File: config.mk
export PLATFORM = sky130hd
export DESIGN_NAME = egress_ip_filter
export DESIGN_NICKNAME = d
export VERILOG_FILES = /design/src/sv/eif_pkg.sv /design/src/sv/eif_ram.sv /design/src/sv/eif_front.sv /design/src/sv/eif_back.sv /design/src/sv/egress_ip_filter.sv
export SDC_FILE = /design/constraint.sdc
export NUM_CORES = 2
export LEC_CHECK = 0
export BUFFER_PORTS_ARGS = -buffer_cell sky130_fd_sc_hd__clkbuf_2
export CAP_MARGIN = 30
export CORE_ASPECT_RATIO = 1.1
export CORE_MARGIN = 2
export CORE_UTILIZATION = 35
export CTS_CLUSTER_SIZE = 8
export DETAILED_ROUTE_END_ITERATION = 10
export SLEW_MARGIN = 10
export SYNTH_ARGS = -nofsm -noshare
export SYNTH_HDL_FRONTEND = slang
export SYNTH_SLANG_ARGS = --single-unit
File: constraint.sdc
create_clock -name clk -period 22.9 [get_ports clk]
set_clock_uncertainty 0.05 [all_clocks]
set_input_delay 4.58 -clock clk [delete_from_list [all_inputs] [get_ports clk]]
set_output_delay 4.58 -clock clk [all_outputs]
set_load 0.005 [all_outputs]
File: src/sv/eif_pkg.sv
// Shared types, constants and codes for the egress IP filter.
package eif_pkg;

  // Allowlist size and the widths that follow from it.
  localparam int LIST_ENTRIES = 16;
  localparam int IDX_W = (LIST_ENTRIES > 1) ? $clog2(LIST_ENTRIES) : 1;
  localparam int CNT_W = $clog2(LIST_ENTRIES + 1);

  // Depth of the queue between the classifier and the list engine.
  localparam int QUEUE_DEPTH = 2;
  localparam int QPTR_W = (QUEUE_DEPTH > 1) ? $clog2(QUEUE_DEPTH) : 1;
  localparam int QCNT_W = $clog2(QUEUE_DEPTH + 1);

  // One allowlist entry as stored in the RAM: family, high half, low half.
  localparam int ENTRY_W = 129;

  // Operation codes.
  localparam logic [1:0] OP_CHECK  = 2'd0;
  localparam logic [1:0] OP_ADD    = 2'd1;
  localparam logic [1:0] OP_REMOVE = 2'd2;

  // Scope classes.
  localparam logic [2:0] CLS_PUBLIC      = 3'd0;
  localparam logic [2:0] CLS_LOOPBACK    = 3'd1;
  localparam logic [2:0] CLS_LINKLOCAL   = 3'd2;
  localparam logic [2:0] CLS_PRIVATE     = 3'd3;
  localparam logic [2:0] CLS_MULTICAST   = 3'd4;
  localparam logic [2:0] CLS_UNSPECIFIED = 3'd5;
  localparam logic [2:0] CLS_RESERVED    = 3'd6;

  // A classified request waiting for the list engine.
  typedef struct packed {
    logic [1:0]  opcode;
    logic        is_ipv6;
    logic [63:0] addr_hi;
    logic [63:0] addr_lo;
    logic [2:0]  ip_class;
  } item_t;

endpackage

File: src/sv/eif_ram.sv
// Generic single-port-write, single-port-read RAM with registered read data.
module eif_ram #(
  parameter int WIDTH = 8,
  parameter int DEPTH = 16
) (
  input  logic                                       clk,
  input  logic                                       we,
  input  logic [((DEPTH > 1) ? $clog2(DEPTH) : 1)-1:0] waddr,
  input  logic [WIDTH-1:0]                           wdata,
  input  logic                                       re,
  input  logic [((DEPTH > 1) ? $clog2(DEPTH) : 1)-1:0] raddr,
  output logic [WIDTH-1:0]                           rdata
);

  logic [WIDTH-1:0] mem [DEPTH];

  // Write port and registered read port.
  always_ff @(posedge clk) begin
    if (we) begin
      mem[waddr] <= wdata;
    end
    if (re) begin
      rdata <= mem[raddr];
    end
  end

endmodule

File: src/sv/eif_front.sv
// Front end: accepts requests, classifies the address and queues the result.
module eif_front (
  input  logic                clk,
  input  logic                rst,
  input  logic                s_tvalid,
  output logic                s_tready,
  input  logic [127:0]        s_tdata,
  input  logic [2:0]          s_tuser,
  output eif_pkg::item_t      q_item,
  output logic                q_valid,
  input  logic                q_pop
);

  // Scope of an IPv4 address.
  function automatic logic [2:0] v4_class(input logic [31:0] v);
    logic [7:0] a;
    logic [7:0] b;
    logic [2:0] c;
    a = v[31:24];
    b = v[23:16];
    if (a == 8'd127) c = eif_pkg::CLS_LOOPBACK;
    else if (a == 8'd169 && b == 8'd254) c = eif_pkg::CLS_LINKLOCAL;
    else if (a == 8'd10) c = eif_pkg::CLS_PRIVATE;
    else if (a == 8'd172 && b >= 8'd16 && b <= 8'd31) c = eif_pkg::CLS_PRIVATE;
    else if (a == 8'd192 && b == 8'd168) c = eif_pkg::CLS_PRIVATE;
    else if (a == 8'd100 && b >= 8'd64 && b <= 8'd127) c = eif_pkg::CLS_PRIVATE;
    else if (a == 8'd0) c = eif_pkg::CLS_UNSPECIFIED;
    else if (a >= 8'd224 && a <= 8'd239) c = eif_pkg::CLS_MULTICAST;
    else if (a >= 8'd240) c = eif_pkg::CLS_RESERVED;
    else c = eif_pkg::CLS_PUBLIC;
    return c;
  endfunction

  // Scope of an IPv6 address, unwrapping embedded IPv4 forms first.
  function automatic logic [2:0] v6_class(input logic [63:0] hi, input logic [63:0] lo);
    logic [7:0] b0;
    logic [7:0] b1;
    logic       hi_zero;
    logic [2:0] c;
    b0 = hi[63:56];
    b1 = hi[55:48];
    hi_zero = (hi == 64'd0);
    if (hi_zero && lo == 64'd0) c = eif_pkg::CLS_UNSPECIFIED;
    else if (hi_zero && lo == 64'd1) c = eif_pkg::CLS_LOOPBACK;
    else if (hi_zero && lo[63:32] == 32'h0000ffff) c = v4_class(lo[31:0]);
    else if (hi_zero && lo[63:32] == 32'd0) c = v4_class(lo[31:0]);
    else if (hi == 64'h0064ff9b00000000 && lo[63:32] == 32'd0) c = v4_class(lo[31:0]);
    else if (hi[63:48] == 16'h2002) c = v4_class(hi[47:16]);
    else if (b0 == 8'hfe && (b1 & 8'hc0) == 8'h80) c = eif_pkg::CLS_LINKLOCAL;
    else if ((b0 & 8'hfe) == 8'hfc) c = eif_pkg::CLS_PRIVATE;
    else if (b0 == 8'hff) c = eif_pkg::CLS_MULTICAST;
    else if (hi[63:32] == 32'h20010000) c = eif_pkg::CLS_RESERVED;
    else if (hi[63:32] == 32'h20010db8) c = eif_pkg::CLS_RESERVED;
    else if ((b0 & 8'he0) == 8'h20) c = eif_pkg::CLS_PUBLIC;
    else c = eif_pkg::CLS_RESERVED;
    return c;
  endfunction

  eif_pkg::item_t                  in_item;
  eif_pkg::item_t                  queue [eif_pkg::QUEUE_DEPTH];
  logic [eif_pkg::QPTR_W-1:0]      wr_ptr;
  logic [eif_pkg::QPTR_W-1:0]      rd_ptr;
  logic [eif_pkg::QCNT_W-1:0]      fill;
  logic                            push;
  logic                            pop;

  // Normalize the address and classify it.
  always_comb begin
    in_item.opcode  = s_tuser[1:0];
    in_item.is_ipv6 = s_tuser[2];
    if (s_tuser[2]) begin
      in_item.addr_hi  = s_tdata[63:0];
      in_item.addr_lo  = s_tdata[127:64];
      in_item.ip_class = v6_class(s_tdata[63:0], s_tdata[127:64]);
    end else begin
      in_item.addr_hi  = 64'd0;
      in_item.addr_lo  = {32'd0, s_tdata[95:64]};
      in_item.ip_class = v4_class(s_tdata[95:64]);
    end
  end

  assign s_tready = (fill != eif_pkg::QCNT_W'(eif_pkg::QUEUE_DEPTH));
  assign push     = s_tvalid && s_tready;
  assign q_valid  = (fill != '0);
  assign pop      = q_pop && q_valid;
  assign q_item   = queue[rd_ptr];

  // Queue storage.
  always_ff @(posedge clk) begin
    if (push) begin
      queue[wr_ptr] <= in_item;
    end
  end

  // Queue pointers and fill level.
  always_ff @(posedge clk) begin
    if (rst) begin
      wr_ptr <= '0;
      rd_ptr <= '0;
      fill   <= '0;
    end else begin
      if (push) begin
        wr_ptr <= (wr_ptr == eif_pkg::QPTR_W'(eif_pkg::QUEUE_DEPTH - 1)) ? '0
                                                                         : wr_ptr + 1'b1;
      end
      if (pop) begin
        rd_ptr <= (rd_ptr == eif_pkg::QPTR_W'(eif_pkg::QUEUE_DEPTH - 1)) ? '0
                                                                         : rd_ptr + 1'b1;
      end
      if (push && !pop) begin
        fill <= fill + 1'b1;
      end else if (pop && !push) begin
        fill <= fill - 1'b1;
      end
    end
  end

endmodule

File: src/sv/eif_back.sv
// Back end: scans the allowlist, applies edits and issues the verdict.
module eif_back (
  input  logic                      clk,
  input  logic                      rst,
  input  eif_pkg::item_t            q_item,
  input  logic                      q_valid,
  output logic                      q_pop,
  input  logic                      strict_allowlist,
  output logic                      m_tvalid,
  input  logic                      m_tready,
  output logic [7:0]                m_tdata
);

  typedef enum logic [1:0] {
    ST_IDLE,
    ST_SCAN,
    ST_EXEC
  } state_t;

  state_t                          state;
  eif_pkg::item_t                  cur;
  logic [eif_pkg::IDX_W-1:0]       scan_idx;
  logic                            issuing;
  logic                            cmp_valid;
  logic [eif_pkg::IDX_W-1:0]       cmp_idx;
  logic                            found;
  logic [eif_pkg::IDX_W-1:0]       slot;
  logic                            free_found;
  logic [eif_pkg::IDX_W-1:0]       free_slot;
  logic [eif_pkg::LIST_ENTRIES-1:0] entry_valid;
  logic [eif_pkg::CNT_W-1:0]       entry_count;
  logic [eif_pkg::ENTRY_W-1:0]     rd_entry;
  logic [eif_pkg::ENTRY_W-1:0]     wr_entry;
  logic                            hit;
  logic                            out_free;
  logic                            add_ok;
  logic                            remove_ok;
  logic                            check_ok;
  logic                            op_ok;
  logic                            ram_we;

  // Entry storage: family, high half, low half.
  eif_ram #(
    .WIDTH(eif_pkg::ENTRY_W),
    .DEPTH(eif_pkg::LIST_ENTRIES)
  ) u_entries (
    .clk  (clk),
    .we   (ram_we),
    .waddr(free_slot),
    .wdata(wr_entry),
    .re   (issuing),
    .raddr(scan_idx),
    .rdata(rd_entry)
  );

  assign wr_entry = {cur.is_ipv6, cur.addr_hi, cur.addr_lo};
  assign hit = cmp_valid && entry_valid[cmp_idx] && (rd_entry == wr_entry);

  // Decisions made once the scan is complete.
  assign out_free  = !m_tvalid || m_tready;
  assign check_ok  = found || (!strict_allowlist && cur.ip_class == eif_pkg::CLS_PUBLIC);
  assign add_ok    = (cur.opcode == eif_pkg::OP_ADD) && !found && free_found &&
                     (entry_count < eif_pkg::CNT_W'(eif_pkg::LIST_ENTRIES));
  assign remove_ok = (cur.opcode == eif_pkg::OP_REMOVE) && found;
  assign ram_we    = (state == ST_EXEC) && out_free && add_ok;
  assign q_pop     = (state == ST_IDLE) && q_valid;

  // Outcome reported in op_ok for each opcode.
  always_comb begin
    case (cur.opcode)
      eif_pkg::OP_CHECK:  op_ok = check_ok;
      eif_pkg::OP_ADD:    op_ok = add_ok;
      eif_pkg::OP_REMOVE: op_ok = remove_ok;
      default:            op_ok = 1'b0;
    endcase
  end

  // Sequencer, list bookkeeping and output register.
  always_ff @(posedge clk) begin
    if (rst) begin
      state       <= ST_IDLE;
      issuing     <= 1'b0;
      cmp_valid   <= 1'b0;
      entry_valid <= '0;
      entry_count <= '0;
      m_tvalid    <= 1'b0;
    end else begin
      // A taken result empties the output register unless a new one loads it.
      if (m_tvalid && m_tready && state != ST_EXEC) begin
        m_tvalid <= 1'b0;
      end
      case (state)
        ST_IDLE: begin
          if (q_valid) begin
            cur        <= q_item;
            scan_idx   <= '0;
            issuing    <= 1'b1;
            cmp_valid  <= 1'b0;
            found      <= 1'b0;
            free_found <= 1'b0;
            state      <= ST_SCAN;
          end
        end
        ST_SCAN: begin
          // One RAM read issued and one entry compared per cycle.
          cmp_valid <= issuing;
          cmp_idx   <= scan_idx;
          if (issuing) begin
            if (scan_idx == eif_pkg::IDX_W'(eif_pkg::LIST_ENTRIES - 1)) begin
              issuing <= 1'b0;
            end else begin
              scan_idx <= scan_idx + 1'b1;
            end
          end
          if (hit && !found) begin
            found <= 1'b1;
            slot  <= cmp_idx;
          end
          if (cmp_valid && !entry_valid[cmp_idx] && !free_found) begin
            free_found <= 1'b1;
            free_slot  <= cmp_idx;
          end
          if (cmp_valid && !issuing) begin
            state <= ST_EXEC;
          end
        end
        ST_EXEC: begin
          if (out_free) begin
            m_tvalid <= 1'b1;
            m_tdata  <= {2'b00, op_ok, found, cur.ip_class,
                         (cur.opcode == eif_pkg::OP_CHECK) && check_ok};
            if (add_ok) begin
              entry_valid[free_slot] <= 1'b1;
              entry_count            <= entry_count + 1'b1;
            end
            if (remove_ok) begin
              entry_valid[slot] <= 1'b0;
              if (entry_count != '0) begin
                entry_count <= entry_count - 1'b1;
              end
            end
            state <= ST_IDLE;
          end
        end
        default: begin
          state <= ST_IDLE;
        end
      endcase
    end
  end

endmodule

File: src/sv/egress_ip_filter.sv
// Top level of the egress IP filter: configuration register, front end and back end.
//
// Each transaction on the slave side carries an opcode (check, add, remove) and an
// IPv4 or IPv6 address; each produces exactly one result transaction on the master
// side, in order. The front end classifies the address in the cycle it is accepted
// and places it in a two-entry queue, so it keeps taking transactions while the back
// end works. The back end walks the allowlist RAM one entry per cycle. Each transaction
// occupies it while it pops the queue, reads every entry, compares the last one read,
// then applies the edit and loads the output register once that register is free; no
// new transaction is popped before then. The sustained rate is set by that scan.
// Entries never written are masked by per-entry valid bits, so no clearing pass is
// needed after reset. strict_allowlist should only be written while the block is idle.
module egress_ip_filter (
  input  logic         clk,
  input  logic         rst,
  input  logic         cfg_wr_en,
  input  logic         cfg_wr_data,   // strict_allowlist
  input  logic         s_tvalid,
  output logic         s_tready,
  input  logic [127:0] s_tdata,       // addr_hi [63:0], addr_lo [127:64]
  input  logic [2:0]   s_tuser,       // opcode [1:0], is_ipv6 [2]
  output logic         m_tvalid,
  input  logic         m_tready,
  output logic [7:0]   m_tdata        // allowed [0], ip_class [3:1], listed [4],
                                      // op_ok [5], zero [7:6]
);

  logic                 strict_allowlist;
  eif_pkg::item_t       q_item;
  logic                 q_valid;
  logic                 q_pop;

  // Configuration register.
  always_ff @(posedge clk) begin
    if (rst) begin
      strict_allowlist <= 1'b0;
    end else if (cfg_wr_en) begin
      strict_allowlist <= cfg_wr_data;
    end
  end

  // Classifier and request queue.
  eif_front u_front (
    .clk     (clk),
    .rst     (rst),
    .s_tvalid(s_tvalid),
    .s_tready(s_tready),
    .s_tdata (s_tdata),
    .s_tuser (s_tuser),
    .q_item  (q_item),
    .q_valid (q_valid),
    .q_pop   (q_pop)
  );

  // Allowlist engine.
  eif_back u_back (
    .clk             (clk),
    .rst             (rst),
    .q_item          (q_item),
    .q_valid         (q_valid),
    .q_pop           (q_pop),
    .strict_allowlist(strict_allowlist),
    .m_tvalid        (m_tvalid),
    .m_tready        (m_tready),
    .m_tdata         (m_tdata)
  );

endmodule

# Word level (Yosys, flattened, before mapping)
# Memories as Yosys holds them, arrays and structs flattened. A register that Yosys moved wholly into a read port is not among the register bits.
# Index checks and enable logic that the tools add are counted.
# word_totals
register_bits,55
latch_bits,0
ram_bits,2332
mem_bits_ro,0
in_bits,137
output_inout_bits,10
elab_cells,243
mem_count,2
# memory_table
memory,words,word_bits,rd,rd_clocked_by_memory_dff,wr,line_no,text
u_back.u_entries.mem,16,129,1,1,1,eif_ram.sv:15,logic [WIDTH-1:0] mem [DEPTH];
u_front.queue,2,134,1,1,1,eif_front.sv:60,eif_pkg::item_t queue [eif_pkg::QUEUE_DEPTH];
# op_classes
add_sub_neg,7
n_mul,0
n_div,0
order_cmp,20
eq_ne,42
n_shift,0
muxes,75
bitwise,4
n_reduce_logical,76
# ops
cell,n
two-way mux 131 bit,1
== test 129 bit,1
zero test 64 bit,2
== test 8 bit (second input constant),12
two-way mux 3 bit,30
two-way mux 16 bit,5
== test 32 x 30 -> 1 bit (second input constant),2
== test 64 x 1 -> 1 bit (second input constant),1
== test 64 x 55 -> 1 bit (second input constant),1
logical AND 1 bit,43
== test 32 x 16 -> 1 bit (second input constant),1
== test 8 x 7 -> 1 bit (second input constant),4
greater-or-equal comparator 8 bit (second input constant),4
zero test 32 bit,1
two-way mux 1 bit,18
AND 16 bit,1
== test 16 x 14 -> 1 bit (second input constant),1
== test 8 x 4 -> 1 bit (second input constant),2
greater-or-equal comparator 8 x 5 -> 1 bit (second input constant),2
greater-or-equal comparator 8 x 7 -> 1 bit (second input constant),2
<= comparator 8 x 5 -> 1 bit (second input constant),2
<= comparator 8 x 7 -> 1 bit (second input constant),2
<= comparator 8 bit (second input constant),2
zero test 8 bit,2
other kinds (38),82

# Logic depth before layout (Yosys ltp)
# depth
depth_word,17
ltp_mapped,8
ltp_nobuf,7

# Cells and area by module
# A second synthesis with hierarchy kept.
# unflattened
hier_cells,4612
area_unflattened_um2,100709.1
# by_module_without_submodules
module,instances,cells_each,area_per_inst_um2,seq_area_each_um2
eif_ram,1,3371,81423.1,65853.2
eif_front,1,698,11431.0,8147.8
eif_back,1,540,7821.3,5265.0
egress_ip_filter,1,3,33.8,20.0

# Worst setup path after synthesis
# No wires, ideal clock.
# synth_path
path_type,input to register
startpoint,input rst
endpoint,register u_back.found (enable)
setup_ns,0.357
arrival_time_ns,18.499
required_ns,22.493
path_slack_ns,3.995
path_stages,3
n_path_buf,1
cell_sequence,clkbuf_1 nor4_1 o21bai_1
# synth_via
elab_chain_cells,2
# synth_lines
element,line_no,text
from (decl),egress_ip_filter.sv:15,"input logic rst,"
inverter 1 bit (no line),--,
AND reduction 4 bit (no line),--,
to (signal assigned),eif_back.sv:99,found <= 1'b0;
to (signal assigned),eif_back.sv:116,found <= 1'b1;
to (decl),eif_back.sv:26,logic found;
# Every way passes these cells.
# A chain may end at the register's enable or synchronous reset.

# Final worst setup path
# layout_path
startpoint,input m_tready
endpoint,memory u_back.u_entries.mem[9][114] (netlist name) (enable)
# layout_via
elab_chain_cells,5
# layout_lines
element,line_no,text
from (decl),egress_ip_filter.sv:23,"input logic m_tready,"
logical OR 1 bit,eif_back.sv:60,assign out_free = !m_tvalid || m_tready;
logical AND 1 bit (2 in a row),eif_back.sv:65,assign ram_we = (state == ST_EXEC) && out_free && add_ok;
two-way mux 1 bit,eif_ram.sv:19,if (we) begin
two-way mux 1 bit (implied by the code),eif_ram.sv:20,mem[waddr] <= wdata;
to (decl),eif_ram.sv:15,
# Every way passes these cells.

==> summary.md <==
| Metric | Value |
|---|---|
| FF/Latch Area | `approximately 80000 µm²` |
| Gr ovfl total | `0` |
| Setup Viol. Count Final | `0` |
| Post-route ant nets | `0` |
| Top FF cell, synth | `edfxtp_1` |
| # clock sinks | `2650` |
| Final HPWL DP | `144.7 mm` |
| Largest net degree at the start of global routing | `100` |
| Asr flop ratio synth | `0%` |
| Depth of the CTS H-tree | `5` |
| Die Wd | `around 510 µm` |
| CP Capture Type | `flop` |
| GRT Util Overall | `about 17%` |
| Clock-pin slew on the worst setup and hold paths | `0.05 ns` |
| Layout Nets | `~4900` |
| Worst setup margin | `approximately 14 ns` |
| Req. time, crit path | `23.32 ns` |
| Initial antenna violation count | `13` |
| Via count | `between 40000 and 50000` |
| Initial DRC Count | `4728` |
| Max-cap violation count | `0` |
| Global-route wire length before repair | `between 300 and 400 mm` |
| Post-CTS Hold Buffers | `0` |
| Area of the multi-input gates | `20280 µm²` |
| Die H | `roughly 570 µm` |
| CP max stage cell | `buf_4` |
| Layout cells sized above 1 | `31.34%` |
| Worst-path maximum fanout | `43` |
| Root Driver | `clkbuf_16` |
| Sequential element share of the synthesized area | `around four fifths` |
| Post-CTS setup buffer count | `0` |
| Startpoint types | `primary input` |
| Synth area leaders | `edfxtp_1 78%, mux4_2 15%, mux2_2 1.5%, and2_1 0.62%, dfxtp_1 0.62%` |
| Syn-to-layout area delta | `16.12%` |
| VDD IR max | `0.07041 mV` |
| Period minus WS final | `8.451 ns` |
| Dominant cell type by area after synthesis | `edfxtp_1` |
| Num ports | `147` |
| RSZ-0062 raised after global routing | `no` |
| Core Box Area | `roughly 290000 µm²` |
| Synth warn | `0` |
| Worst Path Arrival | `~9 ns` |
| Fill count | `approximately 25000` |
| Final WL | `roughly 250 mm` |
| Post-route setup TNS | `0 ns` |
| Die area | `between 200000 and 300000 µm²` |
| Initial DRT Pass Iterations | `5` |
| Skew-Pair Late Insertion Delay | `roughly 0.9 ns` |
| CTS tree | `done` |
| Slew Viols, Final | `0` |
| Fin. Hold Viols | `0` |
| Leakage power | `~36 nW` |
| Worst Hold Class | `reg -> reg` |
| Status | `completed` |
| Starting Density | `35.12%` |
| Power per cell area | `110.2 nW/µm²` |
| Final worst path period share | `a little under two fifths` |
| Post-place setup slack | `roughly 13 ns` |
| Crit path cell chain | `clkbuf_2 -> nand2b_1 -> nand2b_1 -> nor2_1 -> nand3b_1 -> nor2_4 -> buf_4 -> buf_4 -> buf_4` |
| Number of flops mapped to enable cells by yosys | `between 2000 and 3000` |
| Crit-path most repeated cell | `buf_4` |
| Syn_area_per_cell | `approximately 24 µm²` |
| Post-CTS sizing | `0` |
| Worst Max-Slew Pin Slew | `around 1.1 ns` |
| Gpl congestion | `between 0.8 and 0.9` |
| Cell variety after synth | `72` |
| Crit-path max cell delay | `0.79 ns` |
| Share of the synthesized area in the top cell type | `~78%` |
| CTS Buf Count | `374` |
| Syn Inst Count | `around 4300` |
| PortBufs | `144` |
| Vias per cell | `approximately 5.4` |
| Routed len/inst | `just under 30 µm` |
| Clk buf depth | `4` |
| Critical path class | `in -> reg` |
| Number of global-route vias before repair | `just under 50000` |
| FMAX | `roughly 120 MHz` |
| DR DRC count | `0` |
| Slew HR | `roughly 29%` |
| Flops & latches, synth | `roughly 2700` |
| # rows | `about 210` |
| Mapped Area | `between 100000 and 150000 µm²` |
layer usage:
metal / wire length (µm) / vias up / track usage [%]
met1: 102800 / 25340 / 22.81
li1: - / 18910 / -
met4: 5787 / 6 / 4.502
met3: 16230 / 354 / 2.945
met5: 41 / - / 0
met2: 124500 / 1772 / 28.48
cell families after synthesis:
kind of cell             count (synthesis)  synth area share [%]
adder cells (fa/ha/maj)                  4               0.04986
other                                    1              0.003735
AND/OR/NAND/NOR                        388                 2.311
AO/OA/AOI/OAI                          121                0.8774
flip-flops                            2650                 78.96
multiplexers                           786                 16.11
XOR/XNOR                                78                0.6805
buffers and inverters                  240                 1.012
flip-flops by register name, indices dropped and copies added (netlist names), 2 cells and up:
name / count
u_back.u_entries.rdata: 129
u_back.slot: 4
u_back.entry_count: 5
u_front.fill: 2
u_front.queue: 268
u_back.cmp_idx: 4
u_back.free_slot: 4
u_back.entry_valid: 16
u_back.scan_idx: 4
u_back.u_entries.mem: 2064
u_back.m_tdata: 6
u_back.state: 2
u_back.cur: 134
worst max-delay path: cells and delay by family:
kind	cells	cell delay, ns
buf+inv	4	2.42
simple gates	5	1.70
synth_stat cells (3+ instances only):
master and count:
edfxtp_1 2619, mux4_2 650, mux2_2 135, and2_1 100, clkbuf_1 99, buf_2 62, xor2_1 59, inv_1 56
nor2_1 52, nor4_1 50, nor2b_1 40, dfxtp_1 31, nand4_1 28, a21oi_1 25, nor3_1 19, xnor2_1 19
nand2b_1 18, buf_1 17, nand2_1 17, o22ai_1 15, nand3_1 13, a2111oi_0 11, or3_1 9, a311oi_1 8
a31oi_1 8, or4_1 8, nand3b_1 6, o21a_1 6, o21ai_0 6, a221oi_1 5, buf_6 4, ha_1 4
o221ai_1 4, a211oi_1 3, and3_1 3, and4_1 3, nand4b_1 3, nor2_2 3, o2bb2ai_1 3, or4_4 3
through the flow:
| stage | utilization [%] | cell area, µm² | power [W] | hold slack [ns] | std cells |
|---|---|---|---|---|---|
| after floorplan | - | 100400 | 0.007377 | 0.3706 | 4269 |
| after global placement | 37.09 | 106000 | 0.008087 | 0.3928 | 8079 |
| after detailed placement | 37.26 | 106500 | 0.008135 | 0.3904 | 8101 |
| after CTS | 40.75 | 116500 | 0.01299 | 0.4024 | 8529 |
| after global routing | 40.78 | 116600 | 0.01329 | 0.4252 | 8538 |
| final | 40.78 | 116600 | 0.01285 | 0.4032 | 8541 |
cell type report:
type	instances	area share [%]
inverter	56	0.1803
sequential	2650	68.00
antenna	7	0.01503
timing repair buffer	277	1.829
multi-input combinational	1379	17.40
clock inverter	20	0.3456
clock buffer	408	8.211
tap	3744	4.019
layout by cell type, fill, tap and decap left out, drive strengths merged, types with 7 or more instances in the layout:
cell type  netlist  layout
clkinv           0      10
o22ai           15      15
mux4           650     650
inv             56      64
nand2b          18      18
o21ai            7       7
a31oi            8       8
a21oi           25      25
nor4            51      51
mux2           135     135
buf             85     133
nor3            20      20
nor2b           40      40
clkbuf          99     552
or3              9       9
nand3           13      13
and2           100     100
nand2           17      17
nor2            55      55
xnor2           19      19
diode            0       7
nand4           28      28
xor2            59      59
dfxtp           31      31
a2111oi         11      11
or4             11      11
a311oi           8       8
edfxtp        2619    2619
worst paths after layout:
path | startpoint | to | slack [ns] | depth (start not counted)
worst min-delay path | u_back.cur[2] | u_back.m_tdata[3] | 0.40 | 0
worst max-delay path | m_tready | u_back.u_entries.mem[9][114] | 14.45 | 9
worst min register to register | u_back.cur[2] | u_back.m_tdata[3] | 0.40 | 0
worst max register to register | u_back.found | u_back.u_entries.mem[9][114] | 17.58 | 7
report_power, final:
part / switching [W] / internal, W / total (W)
clock: 0.00191 / 0.00292 / 0.00483
sequential: 0.000360 / 0.00589 / 0.00625
combinational: 0.000966 / 0.000806 / 0.00177
total: 0.00324 / 0.00961 / 0.0129
No activity file was read; power rests on OpenSTA's default activity.
